==> config.mk <==
export PLATFORM = sky130hd
export DESIGN_NAME = wav_header_chunk_parser_flat
export DESIGN_NICKNAME = d
export VERILOG_FILES = /design/src/rtl/core/whcp_pkg.sv /design/src/rtl/core/whcp_req_if.sv /design/src/rtl/core/whcp_rsp_if.sv /design/src/rtl/core/whcp_parser.sv /design/src/rtl/core/whcp_out_reg.sv /design/src/rtl/core/wav_header_chunk_parser.sv /design/src/flat_wrapper.sv
export SDC_FILE = /design/constraint.sdc
export NUM_CORES = 1
export LEC_CHECK = 0
export ABC_AREA = 1
export BUFFER_PORTS_ARGS = -buffer_cell sky130_fd_sc_hd__clkbuf_2
export CAP_MARGIN = 20
export CORE_MARGIN = 2
export CORE_UTILIZATION = 40
export CTS_CLUSTER_SIZE = 30
export DETAILED_ROUTE_END_ITERATION = 6
export PLACE_DENSITY_LB_ADDON = 0.15
export RECOVER_POWER = 25
export SETUP_SLACK_MARGIN = 0.5
export SLEW_MARGIN = 20
export SYNTH_ARGS = -nofsm -noshare
export SYNTH_HDL_FRONTEND = slang
export SYNTH_SLANG_ARGS = --single-unit
==> constraint.sdc <==
create_clock -name clock -period 10.25 [get_ports clock]
set_input_delay 2.05 -clock clock [delete_from_list [all_inputs] [get_ports clock]]
set_output_delay 2.05 -clock clock [all_outputs]
set_load 0.01 [all_outputs]
==> src/rtl/core/whcp_pkg.sv <==
// ----------------------------------------------------------------------------
// whcp_pkg
// Types and constants shared by the WAV header chunk parser.
// ----------------------------------------------------------------------------
package whcp_pkg;

   // Tags and chunk ids as little-endian words, byte 0 lowest
   localparam logic [31:0] RIFF_TAG = 32'h4646_4952;
   localparam logic [31:0] WAVE_TAG = 32'h4556_4157;
   localparam logic [31:0] ID_FMT   = 32'h2074_6D66;
   localparam logic [31:0] ID_DATA  = 32'h6174_6164;
   localparam logic [31:0] FMT_LEN  = 32'd16;

   typedef enum logic [2:0] {
      PH_RIFF  = 3'd0,
      PH_CHUNK = 3'd1,
      PH_FMT   = 3'd2,
      PH_SKIP  = 3'd3,
      PH_DONE  = 3'd4
   } whcp_phase_type;

   typedef enum logic [2:0] {
      ST_DATA      = 3'd0,
      ST_END_FMT   = 3'd1,
      ST_NOT_WAVE  = 3'd2,
      ST_FMT_SHORT = 3'd3,
      ST_TRUNCATED = 3'd4,
      ST_NO_FMT    = 3'd5
   } whcp_status_type;

   typedef struct packed {
      logic [2:0]  status;
      logic [15:0] audio_format;
      logic [15:0] channel_count;
      logic [31:0] samples_per_sec;
      logic [31:0] bytes_per_sec;
      logic [15:0] frame_bytes;
      logic [15:0] sample_bits;
   } whcp_result_type;

   typedef struct packed {
      logic            valid;
      whcp_result_type data;
   } whcp_emit_type;

endpackage

==> src/rtl/core/whcp_req_if.sv <==
// ----------------------------------------------------------------------------
// whcp_req_if
// Byte stream channel: one file byte per beat, with a final-byte flag.
// ----------------------------------------------------------------------------
interface whcp_req_if;
   logic       valid;
   logic       ready;
   logic [7:0] byte_value;
   logic       end_of_stream;

   modport source (output valid, output byte_value, output end_of_stream, input ready);
   modport sink   (input valid, input byte_value, input end_of_stream, output ready);
endinterface

==> src/rtl/core/whcp_rsp_if.sv <==
// ----------------------------------------------------------------------------
// whcp_rsp_if
// Result channel: status and format fields, one beat per stream.
// ----------------------------------------------------------------------------
interface whcp_rsp_if;
   logic        valid;
   logic        ready;
   logic [2:0]  status;
   logic [15:0] audio_format;
   logic [15:0] channel_count;
   logic [31:0] samples_per_sec;
   logic [31:0] bytes_per_sec;
   logic [15:0] frame_bytes;
   logic [15:0] sample_bits;

   modport source (
      output valid, output status, output audio_format, output channel_count,
      output samples_per_sec, output bytes_per_sec, output frame_bytes,
      output sample_bits, input ready
   );
   modport sink (
      input valid, input status, input audio_format, input channel_count,
      input samples_per_sec, input bytes_per_sec, input frame_bytes,
      input sample_bits, output ready
   );
endinterface

==> src/rtl/core/whcp_parser.sv <==
// ----------------------------------------------------------------------------
// whcp_parser
// Parse state and per-byte next-state logic; flags at most one result a byte.
// ----------------------------------------------------------------------------
module whcp_parser
   import whcp_pkg::*;
(
   input  logic          clock,
   input  logic          reset,
   input  logic          accept,
   input  logic [7:0]    byte_value,
   input  logic          end_of_stream,
   output whcp_emit_type emit
);

   whcp_phase_type phase_ff, phase_in;
   logic [3:0]     idx_ff, idx_in;
   logic [55:0]    hdr_ff, hdr_in;
   logic           riff_ok_ff, riff_ok_in;
   logic [31:0]    skip_ff, skip_in;
   logic           pad_ff, pad_in;
   logic           fmt_seen_ff, fmt_seen_in;
   logic [127:0]   fmt_ff, fmt_in;

   logic            fire;
   whcp_status_type fire_status;
   logic            mismatch;
   logic [31:0]     chunk_id;
   logic [31:0]     chunk_size;

   assign chunk_id   = hdr_ff[31:0];
   assign chunk_size = {byte_value, hdr_ff[55:32]};

   // Next state
   always_comb begin
      phase_in    = phase_ff;
      idx_in      = idx_ff;
      hdr_in      = hdr_ff;
      riff_ok_in  = riff_ok_ff;
      skip_in     = skip_ff;
      pad_in      = pad_ff;
      fmt_seen_in = fmt_seen_ff;
      fmt_in      = fmt_ff;
      fire        = 1'b0;
      fire_status = ST_DATA;
      mismatch    = 1'b0;

      unique case (phase_ff)
         PH_RIFF: begin
            if (idx_ff < 4'd4) begin
               mismatch = byte_value != RIFF_TAG[{idx_ff[1:0], 3'b000} +: 8];
            end else if (idx_ff >= 4'd8) begin
               mismatch = byte_value != WAVE_TAG[{idx_ff[1:0], 3'b000} +: 8];
            end
            riff_ok_in = riff_ok_ff & ~mismatch;
            if (idx_ff == 4'd11) begin
               idx_in = 4'd0;
               if (!riff_ok_in) begin
                  fire        = 1'b1;
                  fire_status = ST_NOT_WAVE;
               end else begin
                  phase_in = PH_CHUNK;
               end
            end else begin
               idx_in = idx_ff + 4'd1;
            end
         end
         PH_CHUNK: begin
            if (idx_ff[2:0] == 3'd7) begin
               idx_in = 4'd0;
               pad_in = chunk_size[0];
               if (chunk_id == ID_FMT) begin
                  if (chunk_size < FMT_LEN) begin
                     fire        = 1'b1;
                     fire_status = ST_FMT_SHORT;
                  end else begin
                     skip_in  = chunk_size - FMT_LEN;
                     phase_in = PH_FMT;
                  end
               end else if (chunk_id == ID_DATA && fmt_seen_ff) begin
                  fire        = 1'b1;
                  fire_status = ST_DATA;
               end else begin
                  skip_in  = chunk_size;
                  phase_in = (chunk_size != 32'd0 || chunk_size[0]) ? PH_SKIP : PH_CHUNK;
               end
            end else begin
               hdr_in[{idx_ff[2:0], 3'b000} +: 8] = byte_value;
               idx_in = idx_ff + 4'd1;
            end
         end
         PH_FMT: begin
            fmt_in[{idx_ff, 3'b000} +: 8] = byte_value;
            if (idx_ff == 4'd15) begin
               idx_in      = 4'd0;
               fmt_seen_in = 1'b1;
               phase_in    = (skip_ff != 32'd0 || pad_ff) ? PH_SKIP : PH_CHUNK;
            end else begin
               idx_in = idx_ff + 4'd1;
            end
         end
         PH_SKIP: begin
            if (skip_ff != 32'd0) begin
               skip_in = skip_ff - 32'd1;
            end else begin
               pad_in = 1'b0;
            end
            if (skip_in == 32'd0 && !pad_in) begin
               phase_in = PH_CHUNK;
            end
         end
         default: begin
         end
      endcase

      if (fire) begin
         phase_in = PH_DONE;
      end

      // End of stream: report where parsing stopped if no result is out yet, then start over
      if (end_of_stream) begin
         if (!fire && phase_in != PH_DONE) begin
            fire = 1'b1;
            if (phase_in == PH_RIFF || phase_in == PH_FMT) begin
               fire_status = ST_TRUNCATED;
            end else begin
               fire_status = fmt_seen_in ? ST_END_FMT : ST_NO_FMT;
            end
         end
         phase_in    = PH_RIFF;
         idx_in      = 4'd0;
         riff_ok_in  = 1'b1;
         skip_in     = 32'd0;
         pad_in      = 1'b0;
         fmt_seen_in = 1'b0;
      end
   end

   // Result
   always_comb begin
      emit.valid = accept & fire;
      emit.data  = '0;
      emit.data.status = fire_status;
      if (fire_status == ST_DATA || fire_status == ST_END_FMT) begin
         emit.data.audio_format    = fmt_in[15:0];
         emit.data.channel_count   = fmt_in[31:16];
         emit.data.samples_per_sec = fmt_in[63:32];
         emit.data.bytes_per_sec   = fmt_in[95:64];
         emit.data.frame_bytes     = fmt_in[111:96];
         emit.data.sample_bits     = fmt_in[127:112];
      end
   end

   always_ff @(posedge clock) begin
      if (reset) begin
         phase_ff    <= PH_RIFF;
         idx_ff      <= 4'd0;
         riff_ok_ff  <= 1'b1;
         skip_ff     <= 32'd0;
         pad_ff      <= 1'b0;
         fmt_seen_ff <= 1'b0;
      end else if (accept) begin
         phase_ff    <= phase_in;
         idx_ff      <= idx_in;
         riff_ok_ff  <= riff_ok_in;
         skip_ff     <= skip_in;
         pad_ff      <= pad_in;
         fmt_seen_ff <= fmt_seen_in;
      end
   end

   always_ff @(posedge clock) begin
      if (accept) begin
         hdr_ff <= hdr_in;
         fmt_ff <= fmt_in;
      end
   end

endmodule

==> src/rtl/core/whcp_out_reg.sv <==
// ----------------------------------------------------------------------------
// whcp_out_reg
// Result register; holds a beat until the sink takes it.
// ----------------------------------------------------------------------------
module whcp_out_reg
   import whcp_pkg::*;
(
   input  logic          clock,
   input  logic          reset,
   input  whcp_emit_type emit,
   output logic          space,
   whcp_rsp_if.source    rsp_bus
);

   logic            valid_ff;
   whcp_result_type data_ff;

   assign space = ~valid_ff | rsp_bus.ready;

   always_ff @(posedge clock) begin
      if (reset) begin
         valid_ff <= 1'b0;
      end else if (space) begin
         valid_ff <= emit.valid;
      end
   end

   always_ff @(posedge clock) begin
      if (space && emit.valid) begin
         data_ff <= emit.data;
      end
   end

   assign rsp_bus.valid           = valid_ff;
   assign rsp_bus.status          = data_ff.status;
   assign rsp_bus.audio_format    = data_ff.audio_format;
   assign rsp_bus.channel_count   = data_ff.channel_count;
   assign rsp_bus.samples_per_sec = data_ff.samples_per_sec;
   assign rsp_bus.bytes_per_sec   = data_ff.bytes_per_sec;
   assign rsp_bus.frame_bytes     = data_ff.frame_bytes;
   assign rsp_bus.sample_bits     = data_ff.sample_bits;

endmodule

==> src/rtl/core/wav_header_chunk_parser.sv <==
// ----------------------------------------------------------------------------
// wav_header_chunk_parser
// RIFF/WAVE header and chunk walker: one file byte per beat in, one result
// beat per stream out (status plus the captured format fields).
// ----------------------------------------------------------------------------
// Throughput: one byte per cycle, sustained, as long as the result side drains.
// Latency: a result appears on rsp_bus the cycle after the byte that decides it.
// The only stall: a held result that the sink has not taken blocks the next byte.
// Reset: synchronous, active high; clears the parse state and the result slot.
// A byte with end_of_stream set also returns the parser to the header phase.
// ----------------------------------------------------------------------------
module wav_header_chunk_parser
   import whcp_pkg::*;
(
   input  logic       clock,
   input  logic       reset,
   whcp_req_if.sink   req_bus,
   whcp_rsp_if.source rsp_bus
);

   logic          accept;
   logic          space;
   whcp_emit_type emit;

   // Take a byte whenever the result slot is free or drains this cycle; hold
   // off the next byte while a finished result waits for the sink.
   assign req_bus.ready = space;
   assign accept        = req_bus.valid & space;

   // Parse state: header check, chunk header gather, format capture, skip count
   whcp_parser u_parser (
      .clock         (clock),
      .reset         (reset),
      .accept        (accept),
      .byte_value    (req_bus.byte_value),
      .end_of_stream (req_bus.end_of_stream),
      .emit          (emit)
   );

   // Hold the result beat until the sink takes it
   whcp_out_reg u_out_reg (
      .clock   (clock),
      .reset   (reset),
      .emit    (emit),
      .space   (space),
      .rsp_bus (rsp_bus)
   );

endmodule
==> src/flat_wrapper.sv <==
// flat-port wrapper written by rule: the top's interface ports become plain ports
module wav_header_chunk_parser_flat import whcp_pkg::*;
  (clock, reset, req_bus_valid, req_bus_byte_value, req_bus_end_of_stream, req_bus_ready, rsp_bus_valid, rsp_bus_status, rsp_bus_audio_format, rsp_bus_channel_count, rsp_bus_samples_per_sec, rsp_bus_bytes_per_sec, rsp_bus_frame_bytes, rsp_bus_sample_bits, rsp_bus_ready);
  whcp_req_if req_bus_i ();
  whcp_rsp_if rsp_bus_i ();
  input  logic clock;
  input  logic reset;
  input wire logic [$bits(req_bus_i.valid)-1:0] req_bus_valid;
  input wire logic [$bits(req_bus_i.byte_value)-1:0] req_bus_byte_value;
  input wire logic [$bits(req_bus_i.end_of_stream)-1:0] req_bus_end_of_stream;
  output wire logic [$bits(req_bus_i.ready)-1:0] req_bus_ready;
  output wire logic [$bits(rsp_bus_i.valid)-1:0] rsp_bus_valid;
  output wire logic [$bits(rsp_bus_i.status)-1:0] rsp_bus_status;
  output wire logic [$bits(rsp_bus_i.audio_format)-1:0] rsp_bus_audio_format;
  output wire logic [$bits(rsp_bus_i.channel_count)-1:0] rsp_bus_channel_count;
  output wire logic [$bits(rsp_bus_i.samples_per_sec)-1:0] rsp_bus_samples_per_sec;
  output wire logic [$bits(rsp_bus_i.bytes_per_sec)-1:0] rsp_bus_bytes_per_sec;
  output wire logic [$bits(rsp_bus_i.frame_bytes)-1:0] rsp_bus_frame_bytes;
  output wire logic [$bits(rsp_bus_i.sample_bits)-1:0] rsp_bus_sample_bits;
  input wire logic [$bits(rsp_bus_i.ready)-1:0] rsp_bus_ready;
  assign req_bus_i.valid = req_bus_valid;
  assign req_bus_i.byte_value = req_bus_byte_value;
  assign req_bus_i.end_of_stream = req_bus_end_of_stream;
  assign req_bus_ready = req_bus_i.ready;
  assign rsp_bus_valid = rsp_bus_i.valid;
  assign rsp_bus_status = rsp_bus_i.status;
  assign rsp_bus_audio_format = rsp_bus_i.audio_format;
  assign rsp_bus_channel_count = rsp_bus_i.channel_count;
  assign rsp_bus_samples_per_sec = rsp_bus_i.samples_per_sec;
  assign rsp_bus_bytes_per_sec = rsp_bus_i.bytes_per_sec;
  assign rsp_bus_frame_bytes = rsp_bus_i.frame_bytes;
  assign rsp_bus_sample_bits = rsp_bus_i.sample_bits;
  assign rsp_bus_i.ready = rsp_bus_ready;
  wav_header_chunk_parser u_core (.clock(clock), .reset(reset), .req_bus(req_bus_i), .rsp_bus(rsp_bus_i));
endmodule
==> results.yml, run 1 <==
floorplanning:
  core_area_mm2: 0.04626
  die-height_um: 219.8
  pin_count: 146
  die-area_mm2: 0.04829
  start_util_pct: 40.25
  placement_rows: 79
  chipWidth_um: 219.8
pwr:
  fin_total_pwr_uw: 3498
  ir_worst_vdd_mv: 0.1020
  power_per_cell_area_mw_per_mm2: 167.7
  leakagePower_uw: 0.008233
detailed_routing:
  antenna_violating_nets_post_route: 0
  drt-initial-drc-count: 1363
  routed_vias: 13771
  drt_drc_violations_left: 0
  detail_route.wirelength.met1_um: 22250
  vias_per_cell: 4.968
  wl_per_cell_um: 18.38
  first_pass_iteration_count_of_the_detailed_router: 5
  route.met3.wl_um: 2132
  postRouteWirelength_um: 50940
  routed.top_layer: "met4"
  met2_length_um: 24820
sta:
  pin_slew_with_the_least_headroom_to_its_limit_ns: 2.781
  layout_setup_ws_ns: 4.041
  finalClockSkew_ns: 0.02323
  period_minus_slack_ns: 6.209
  rsz0062_at_grt: "false"
  min_period_over_period_pct: 60.58
  maxSlewViolCount: 113
  final_setup_violations: 0
  slew_hr_pct: -85.37
  number_of_endpoints_with_negative_hold_slack_in_the_final_report: 0
  setup_tns_ns: 0
  timing.fmax_mhz: 161.1
clock_tree:
  numCtsBuffers: 41
  worst_skew_pair.late_latency_ns: 0.57
  cts_tree: "done"
  resized_gates_after_cts: 0
  cts_hold_buf: 0
  clockBufferDepth: 3
  htree_levels: 2
  cts.sinks: 358
  cts_post_setup_buffers_inserted: 0
  cts_root_buf: "sky130_fd_sc_hd__clkbuf_16"
  cts.reportedPaths.clkPinSlew_ns: 0.06
worst_hold_path:
  whs_endpoint: "u_core.u_parser.skip_ff[0]"
  worstHoldPathCells: 2
  min_from: "u_core.u_parser.skip_ff[0]"
  worst_hold_path_type: "reg -> reg"
finish:
  layout_common_cells: "sky130_fd_sc_hd__nand2_1 (361), sky130_fd_sc_hd__edfxtp_1 (315), sky130_fd_sc_hd__inv_1 (310), sky130_fd_sc_hd__nor2_1 (266), sky130_fd_sc_hd__o21ai_0 (163)"
  area_delta_synth_final_pct: 12.03
  fillerInstances: 4623
  antenna-diode-count: 0
  layout_cells_sized_above_1_pct: 12.93
  multiInputGateArea_mm2: 0.006643
  layout.nets: 2160
  most_common_library_cell_in_the_layout_ignoring_fill_and_taps: "sky130_fd_sc_hd__nand2_1"
  fin_cells: 2772
  post-route-util_pct: 45.09
  seqCellArea_mm2: 0.01032
global_route:
  grt_remaining_overflow: 0
  grt_pass1_wl_um: 77540
  grt_pass1_vias: 13431
  grt_start_max_net_pins: 82
  grtUsageTotal_pct: 21.11
  antenna_found_initial: 0
placed_design:
  dp_slack_ns: 4.463
  placed_cells_incl_taps: 2697
  detailedPlacementHpwl_um: 36750
  placement.io_buffers: 145
  gp_congestion: 0.9320
outcome:
  status: "complete, but fails checks"
  failed_checks: "capacitance limit, slew limit"
synth:
  syn_area_mm2: 0.01862
  syn-instance-count: 2000
  synth_enable_flop_cells: 315
  synth-seq-area-share_pct: 55.43
  ys_seq_elements: 358
  synthesis.area_per_instance_um2: 9.310
  synthesis.nets: 2026
  yosys_most_used_dff: "sky130_fd_sc_hd__edfxtp_1"
  synth.distinct_cells: 44
  synth_async_sr_flop_share_pct: 0
  synthesis.yosys.warnings: 0
run:
  max_cap_violations: 3
worst_setup_path:
  kind_of_launch_point_of_the_worst_setup_path: "input port"
  critPathMaxFanout: 55
  setup.worst_path.end_class: "flip-flop"
  required_ns: 10.44
  crit-reg2reg-launch: "u_core.u_parser.idx_ff[0]"
  crit-reg2reg-capture: "u_core.u_out_reg.rsp_bus.samples_per_sec[5]"
  reg2regPathDepth: 11
  r2r_slack_ns: 4.10
  setup.worst_path.class: "in -> reg"
  endpoint_arrival_time_on_the_critical_path_ns: 6.40
==> flip-flops by register name (all words and copies together) (netlist names) <==
register	cells
u_core.u_parser.idx_ff	4
u_core.u_parser.phase_ff	3
u_core.u_parser.riff_ok_ff	1
u_core.u_out_reg.rsp_bus.sample_bits	16
u_core.u_parser.hdr_ff	56
u_core.u_parser.fmt_ff	128
u_core.u_out_reg.rsp_bus.audio_format	16
u_core.u_out_reg.rsp_bus.samples_per_sec	32
u_core.u_out_reg.rsp_bus.valid	1
u_core.u_parser.pad_ff	1
u_core.u_out_reg.rsp_bus.frame_bytes	16
u_core.u_out_reg.rsp_bus.status	3
u_core.u_parser.skip_ff	32
u_core.u_out_reg.rsp_bus.channel_count	16
u_core.u_parser.fmt_seen_ff	1
u_core.u_out_reg.rsp_bus.bytes_per_sec	32
==> worst max-delay path, stage by stage <==
cell	delay, ns
sky130_fd_sc_hd__clkbuf_2	0.08
sky130_fd_sc_hd__inv_1	0.03
sky130_fd_sc_hd__nand2_1	0.09
sky130_fd_sc_hd__nand2_1	0.18
sky130_fd_sc_hd__clkinvlp_2	0.98
sky130_fd_sc_hd__clkbuf_1	2.03
sky130_fd_sc_hd__buf_4	0.87
==> metrics by stage <==
stage               area (um^2)  hold slack, ns
global placement          19730          0.4642
global route              20860          0.5061
floorplan                 18620          0.4285
CTS                       21010          0.4824
finish                    20860          0.4841
detailed placement        19730          0.4740
==> metal layers <==
| metal | vias up | GRT usage (%) |
|---|---|---|
| met5 | - | 0 |
| met4 | 0 | 8.412 |
| met3 | 89 | 2.926 |
| met2 | 345 | 35.45 |
| met1 | 6592 | 27.54 |
| li1 | 6745 | - |
==> report_power, final <==
group / internal, uW / leakage, uW / total, uW / switching, uW
clock network: 830 / 0.000620 / 1430 / 602
registers: 1660 / 0.00343 / 1690 / 25.2
logic: 109 / 0.00418 / 379 / 270
==> worst max path at each step <==
stage / startpoint / to / slack [ns] / cells after the start
after floorplan: rsp_bus_ready / u_core.u_out_reg.rsp_bus.audio_format[0] / 1.91 / 6
after global placement: req_bus_byte_value[1] / u_core.u_out_reg.rsp_bus.channel_count[9] / 4.58 / 14
after detailed placement: req_bus_byte_value[5] / u_core.u_out_reg.rsp_bus.samples_per_sec[4] / 4.46 / 15
after CTS: req_bus_byte_value[5] / u_core.u_out_reg.rsp_bus.audio_format[4] / 5.02 / 15
after global routing: rsp_bus_ready / u_core.u_parser.fmt_ff[102] / 3.59 / 7
final: rsp_bus_ready / u_core.u_parser.fmt_ff[84] / 4.04 / 7
==> cell families (layout without fill, tap and decap cells) <==
group | count (synthesis) | count (layout) | share of synthesized area, %
compound gates | 255 | 255 | 7.271
xor+xnor | 36 | 36 | 1.693
fa+ha+maj | 13 | 13 | 0.8736
buf+inv | 386 | 551 | 9.011
flops | 358 | 358 | 55.43
simple gates | 952 | 952 | 25.72
==> cell usage after synthesis (4+ instances only) <==
library cell / number / area, um^2
sky130_fd_sc_hd__nor2_4: 103 / 1160
sky130_fd_sc_hd__or2_2: 42 / 262.8
sky130_fd_sc_hd__o21a_1: 13 / 97.59
sky130_fd_sc_hd__buf_6: 6 / 67.56
sky130_fd_sc_hd__nand4_1: 19 / 118.9
sky130_fd_sc_hd__clkbuf_1: 37 / 138.9
sky130_fd_sc_hd__clkinv_1: 7 / 26.28
sky130_fd_sc_hd__dfxtp_1: 43 / 860.8
sky130_fd_sc_hd__nor2_1: 267 / 1002
sky130_fd_sc_hd__nor4_1: 4 / 25.02
sky130_fd_sc_hd__o21ai_0: 163 / 815.8
sky130_fd_sc_hd__nand2_1: 361 / 1355
sky130_fd_sc_hd__nor2_2: 29 / 181.4
sky130_fd_sc_hd__nand3_1: 78 / 390.4
sky130_fd_sc_hd__inv_2: 6 / 22.52
sky130_fd_sc_hd__inv_1: 312 / 1171
sky130_fd_sc_hd__nor3_1: 31 / 155.2
sky130_fd_sc_hd__ha_1: 13 / 162.7
sky130_fd_sc_hd__edfxtp_1: 315 / 9459
sky130_fd_sc_hd__a21oi_1: 61 / 305.3
sky130_fd_sc_hd__xnor2_1: 12 / 105.1
sky130_fd_sc_hd__xor2_1: 24 / 210.2
sky130_fd_sc_hd__buf_12: 11 / 220.2
sky130_fd_sc_hd__buf_2: 4 / 20.02
==> layout make-up <==
class | instances | area share [%]
clock buffers | 54 | 5.255
flip-flops and latches | 358 | 49.48
inverters | 325 | 5.878
clock inverters | 20 | 0.8638
well taps | 607 | 3.641
repair buffers | 152 | 3.041
multi-input cells | 1256 | 31.85
Note: power is estimated with default switching activity, not from simulation.
==> run 2, diff against run 1 <==
- clock period: 10.25 -> 5.4 ns (I/O delays scaled with it)
==> results.yml, run 2 (same netlist as run 1, synthesis figures left out) <==
outcome:
  status: "complete, but fails checks"
  failed_checks: "DRC"
global_route:
  antenna_found_initial: 0
  grt_start_max_net_pins: 133
  grt_pass1_wl_um: 79110
  grt_pass1_vias: 13518
  grt_remaining_overflow: 0
  grtUsageTotal_pct: 21.40
sta:
  maxSlewViolCount: 0
  period_minus_slack_ns: 3.920
  timing.fmax_mhz: 255.1
  rsz0062_at_grt: "false"
  min_period_over_period_pct: 72.60
  final_setup_violations: 0
  finalClockSkew_ns: 0.01590
  slew_hr_pct: 34.16
  number_of_endpoints_with_negative_hold_slack_in_the_final_report: 0
  pin_slew_with_the_least_headroom_to_its_limit_ns: 0.9801
worst_setup_path:
  critPathMaxFanout: 16
  cpMaxStageDelayCell: "sky130_fd_sc_hd__ha_1"
  required_ns: 5.70
  setup.worst_path.end_class: "flip-flop"
  setup.worst_path.class: "reg -> reg"
  critical-path-top-cell-by-count: "sky130_fd_sc_hd__inv_1"
  worstPathBufferInverterCount: 4
  critPathTopFamily: "adder cells"
  endpoint_arrival_time_on_the_critical_path_ns: 4.22
  timing.critical_path.slowest_cell_delay_ns: 0.63
  kind_of_launch_point_of_the_worst_setup_path: "flip-flop"
  chain_of_cells_forming_the_critical_path: "inv_1, ha_1, ha_1, clkinv_1, nor2_1, inv_1, nor2_1, nand2_1, o21ai_0, inv_1"
placed_design:
  placement.io_buffers: 145
  detailedPlacementHpwl_um: 36790
  placed_cells_incl_taps: 2710
  gp_congestion: 0.9093
floorplanning:
  die-height_um: 219.8
  die-area_mm2: 0.04829
  pin_count: 146
  placement_rows: 79
  core_area_mm2: 0.04626
  chipWidth_um: 219.8
  start_util_pct: 40.25
clock_tree:
  cts_root_buf: "sky130_fd_sc_hd__clkbuf_16"
  clockBufferDepth: 3
  cts_hold_buf: 0
  cts_tree: "done"
  numCtsBuffers: 40
  worst_skew_pair.late_latency_ns: 0.56
  htree_levels: 2
  cts.sinks: 358
  cts.reportedPaths.clkPinSlew_ns: 0.06
  resized_gates_after_cts: 0
  cts_post_setup_buffers_inserted: 0
detailed_routing:
  wl_per_cell_um: 18.44
  drt_drc_violations_left: 19
  first_pass_iteration_count_of_the_detailed_router: 7
  drt-initial-drc-count: 1033
  antenna_violating_nets_post_route: 0
  routed_vias: 13905
  vias_per_cell: 5.000
  postRouteWirelength_um: 51300
pwr:
  leakagePower_uw: 0.008464
  ir_worst_vdd_mv: 0.1872
  power_per_cell_area_mw_per_mm2: 315.7
finish:
  area_delta_synth_final_pct: 13.23
  fin_cells: 2781
  register_bank_with_the_most_flops: "u_core.u_parser.fmt_ff"
  layout_cells_sized_above_1_pct: 15.50
  post-route-util_pct: 45.57
  layout.nets: 2171
  top_regs: "u_core.u_parser.fmt_ff: 128 flops, u_core.u_parser.hdr_ff: 56 flops"
  largest_reg_flops: 128
  layout_common_cells: "sky130_fd_sc_hd__nand2_1 (361), sky130_fd_sc_hd__edfxtp_1 (315), sky130_fd_sc_hd__inv_1 (309), sky130_fd_sc_hd__nor2_1 (266), sky130_fd_sc_hd__o21ai_0 (163)"
  antenna-diode-count: 0
  most_common_library_cell_in_the_layout_ignoring_fill_and_taps: "sky130_fd_sc_hd__nand2_1"
run:
  max_cap_violations: 0
worst_hold_path:
  worst_hold_path_type: "reg -> reg"
run 2: tightest hold or removal path, delay by kind of cell, from the launching register on:
kind | cells | cell delay, ns
DFF | 1 | 0.32
and+or+nand+nor | 1 | 0.06
AOI/OAI and AO/OA | 1 | 0.05
run 2: worst paths after layout:
path | startpoint | slack [ns] | end | cells after the start
worst max register to register | u_core.u_parser.idx_ff[1] | 1.48 | u_core.u_parser.fmt_ff[37] | 10
worst min register to register | u_core.u_parser.skip_ff[31] | 0.48 | u_core.u_parser.skip_ff[31] | 2
worst min-delay path | u_core.u_parser.skip_ff[31] | 0.48 | u_core.u_parser.skip_ff[31] | 2
worst max-delay path | u_core.u_parser.idx_ff[1] | 1.48 | u_core.u_parser.fmt_ff[37] | 10
run 2: final cells by class:
cell class | count | area (um^2)
fillers | 4606 | 25180
flip-flops and latches | 358 | 10320
multi-input cells | 1256 | 6633
inverters | 325 | 1241
clock buffers | 53 | 1092
repair buffers | 164 | 839.6
well taps | 607 | 759.5
clock inverters | 18 | 196.4
run 2: per-stage QoR:
| step | area, um^2 | setup WS, ns | power (uW) | hold slack, ns | setup TNS [ns] |
|---|---|---|---|---|---|
| after floorplan | 18670 | -0.4697 | 3787 | 0.4285 | -61.54 |
| after global placement | 19910 | 1.212 | 4001 | 0.4660 | 0 |
| after detailed placement | 19910 | 1.148 | 4003 | 0.4701 | 0 |
| after CTS | 21200 | 1.526 | 6736 | 0.4806 | 0 |
| after global routing | 21080 | 1.115 | 6906 | 0.5059 | 0 |
| final | 21080 | 1.480 | 6656 | 0.4822 | 0 |
run 2: power breakdown:
group | internal, uW | leakage, uW | switching, uW
Clock | 1610 | 0.000629 | 1110
Combinational | 219 | 0.00440 | 522
Sequential | 3150 | 0.00343 | 43.5
run 2: per-layer routing:
layer	wire, um	track usage (%)	vias to the layer above
li1	-	-	6761
met1	22580	28.24	6689
met2	25220	36.47	365
met3	2126	3.106	90
met4	1363	6.309	0
met5	0	0	-
==> run 3, diff against run 2 <==
- clock period: 5.4 -> 3.2 ns (I/O delays scaled with it)
==> results.yml, run 3 (same netlist as run 1, synthesis figures left out) <==
finish:
  layout.nets: 2350
  most_common_library_cell_in_the_layout_ignoring_fill_and_taps: "sky130_fd_sc_hd__nand2_1"
  top_regs: "u_core.u_parser.fmt_ff: 128 flops, u_core.u_parser.hdr_ff: 56 flops"
  largest_reg_flops: 128
  fillerInstances: 4399
  area_delta_synth_final_pct: 26.80
  register_bank_with_the_most_flops: "u_core.u_parser.fmt_ff"
  layout_common_cells: "sky130_fd_sc_hd__nand2_1 (322), sky130_fd_sc_hd__edfxtp_1 (315), sky130_fd_sc_hd__inv_1 (300), sky130_fd_sc_hd__nor2_1 (217), sky130_fd_sc_hd__buf_4 (151)"
  antenna-diode-count: 0
  post_route_cell_area_mm2: 0.02361
  layout_cells_sized_above_1_pct: 26.90
run:
  max_cap_violations: 0
detailed_routing:
  postRouteWirelength_um: 54790
  drt_drc_violations_left: 0
  routed_vias: 14538
  antenna_violating_nets_post_route: 0
  drt-initial-drc-count: 1348
  first_pass_iteration_count_of_the_detailed_router: 6
  wl_per_cell_um: 18.51
  vias_per_cell: 4.911
floorplanning:
  die-area_mm2: 0.04829
  pin_count: 146
  placement_rows: 79
  core_area_mm2: 0.04626
  die-height_um: 219.8
  chipWidth_um: 219.8
  start_util_pct: 40.25
clock_tree:
  cts_tree: "done"
  cts_root_buf: "sky130_fd_sc_hd__clkbuf_16"
  cts_hold_buf: 0
  numCtsBuffers: 41
  cts.sinks: 358
  cts.reportedPaths.clkPinSlew_ns: 0.06
  htree_levels: 2
  clockBufferDepth: 3
  worst_skew_pair.late_latency_ns: 0.57
placed_design:
  placement.io_buffers: 145
  dpl-instance-area_mm2: 0.02109
  gp_congestion: 0.9245
  detailedPlacementHpwl_um: 38690
worst_setup_path:
  required_ns: 3.63
  setup.worst_path.end_class: "flip-flop"
  kind_of_launch_point_of_the_worst_setup_path: "flip-flop"
  endpoint_arrival_time_on_the_critical_path_ns: 3.25
  critPathMaxFanout: 15
  setup.worst_path.class: "reg -> reg"
worst_hold_path:
  worst_hold_path_type: "in -> reg"
sta:
  finalClockSkew_ns: 0.01644
  rsz0062_at_grt: "true"
  final_setup_violations: 0
  maxSlewViolCount: 0
  timing.fmax_mhz: 355.2
  period_minus_slack_ns: 2.815
  slew_hr_pct: 19.57
  min_period_over_period_pct: 87.97
  number_of_endpoints_with_negative_hold_slack_in_the_final_report: 0
  pin_slew_with_the_least_headroom_to_its_limit_ns: 1.206
global_route:
  grt_pass1_vias: 14105
  grt_start_max_net_pins: 122
  grtUsageTotal_pct: 22.27
  grt_pass1_wl_um: 81890
  grt_remaining_overflow: 0
  antenna_found_initial: 0
pwr:
  power_per_cell_area_mw_per_mm2: 502.5
  ir_worst_vdd_mv: 0.2944
  leakagePower_uw: 0.009474
  fin_total_pwr_uw: 11860
outcome:
  status: "complete, no violations"
run 3: cell types whose count changed in the layout (fill, tap and decap cells not counted), moves of 23 or more:
cell | before | now
sky130_fd_sc_hd__nand2_1 | 361 | 322
sky130_fd_sc_hd__buf_4 | 14 | 151
sky130_fd_sc_hd__clkbuf_2 | 72 | 13
sky130_fd_sc_hd__o21ai_1 | 3 | 33
sky130_fd_sc_hd__nor2_2 | 30 | 53
sky130_fd_sc_hd__nor2_4 | 103 | 129
sky130_fd_sc_hd__o21ai_0 | 163 | 121
sky130_fd_sc_hd__nand2_2 | 3 | 30
sky130_fd_sc_hd__clkbuf_1 | 84 | 141
sky130_fd_sc_hd__nor2_1 | 266 | 217
run 3: area by class of cell:
class | count | area, um^2 | share of cell area, %
Tap cell | 607 | 759.5 | 3.217
Inverter | 325 | 1266 | 5.363
Multi-Input combinational cell | 1256 | 7363 | 31.19
Sequential cell | 358 | 10370 | 43.91
Timing Repair Buffer | 340 | 2497 | 10.58
Timing Repair inverter | 2 | 13.76 | 0.05830
Clock buffer | 49 | 1056 | 4.473
Clock inverter | 23 | 285.3 | 1.208
run 3: power by group:
part / total, uW / internal [uW] / switching [uW]
clock: 4830 / 2850 / 1980
combinational: 1640 / 615 / 1020
sequential: 5390 / 5320 / 78.0
run 3: worst max-delay path: stages (launching register included):
cell and delay, ns:
sky130_fd_sc_hd__dfxtp_2 0.32, sky130_fd_sc_hd__inv_2 0.08, sky130_fd_sc_hd__ha_4 0.15, sky130_fd_sc_hd__nand2_4 0.07, sky130_fd_sc_hd__nor2_4 0.11, sky130_fd_sc_hd__nand2_2 0.08, sky130_fd_sc_hd__nor2_4 0.15, sky130_fd_sc_hd__buf_6 0.13
sky130_fd_sc_hd__inv_8 0.07, sky130_fd_sc_hd__nand2_4 0.08, sky130_fd_sc_hd__nand2_1 0.06, sky130_fd_sc_hd__nor2_2 0.18, sky130_fd_sc_hd__nand2_1 0.07, sky130_fd_sc_hd__nor2_1 0.10, sky130_fd_sc_hd__nand2_1 0.11, sky130_fd_sc_hd__nand2_2 0.12
sky130_fd_sc_hd__nand3_4 0.08, sky130_fd_sc_hd__nand3_4 0.09, sky130_fd_sc_hd__nand2_8 0.08, sky130_fd_sc_hd__buf_16 0.16, sky130_fd_sc_hd__buf_12 0.14, sky130_fd_sc_hd__buf_12 0.14, sky130_fd_sc_hd__nor2_4 0.07
run 3: what timing repair did:
item,in CTS,in global routing
setup buffers,31,16
cloned,3,5
pin swaps,28,25
gates resized for setup,160,97
setup endpoints to repair,268,329
run 3: worst paths after layout:
kind | from | to | slack [ns] | depth (start not counted)
max | u_core.u_parser.skip_ff[1] | u_core.u_out_reg.rsp_bus.frame_bytes[0] | 0.39 | 22
min | req_bus_valid | u_core.u_parser.phase_ff[0] | 0.46 | 4
min reg2reg | u_core.u_parser.idx_ff[0] | u_core.u_parser.idx_ff[0] | 0.48 | 1
max reg2reg | u_core.u_parser.skip_ff[1] | u_core.u_out_reg.rsp_bus.frame_bytes[0] | 0.39 | 22
run 3: metrics by stage:
stage	worst slack, ns	TNS [ns]	utilization, %	hold WS (ns)	instances
2_1_floorplan	-2.224	-307.14	-	0.4285	2000
3_3_place_gp	0.01061	0	45.59	0.4444	2833
5_1_grt	0.1714	0	51.04	0.4569	2960
6_report	0.3850	0	51.04	0.4560	2960
3_5_place_dp	-0.002272	-0.03776	45.59	0.4515	2833
4_1_cts	0.4323	0	50.23	0.4313	2939
run 3: metal layers:
metal,global-route usage [%],vias to the layer above,wire length (um)
li1,-,7138,-
met2,36.90,387,26120
met1,29.56,6897,23960
met3,3.285,116,2552
met5,0,-,0
met4,8.322,0,2163
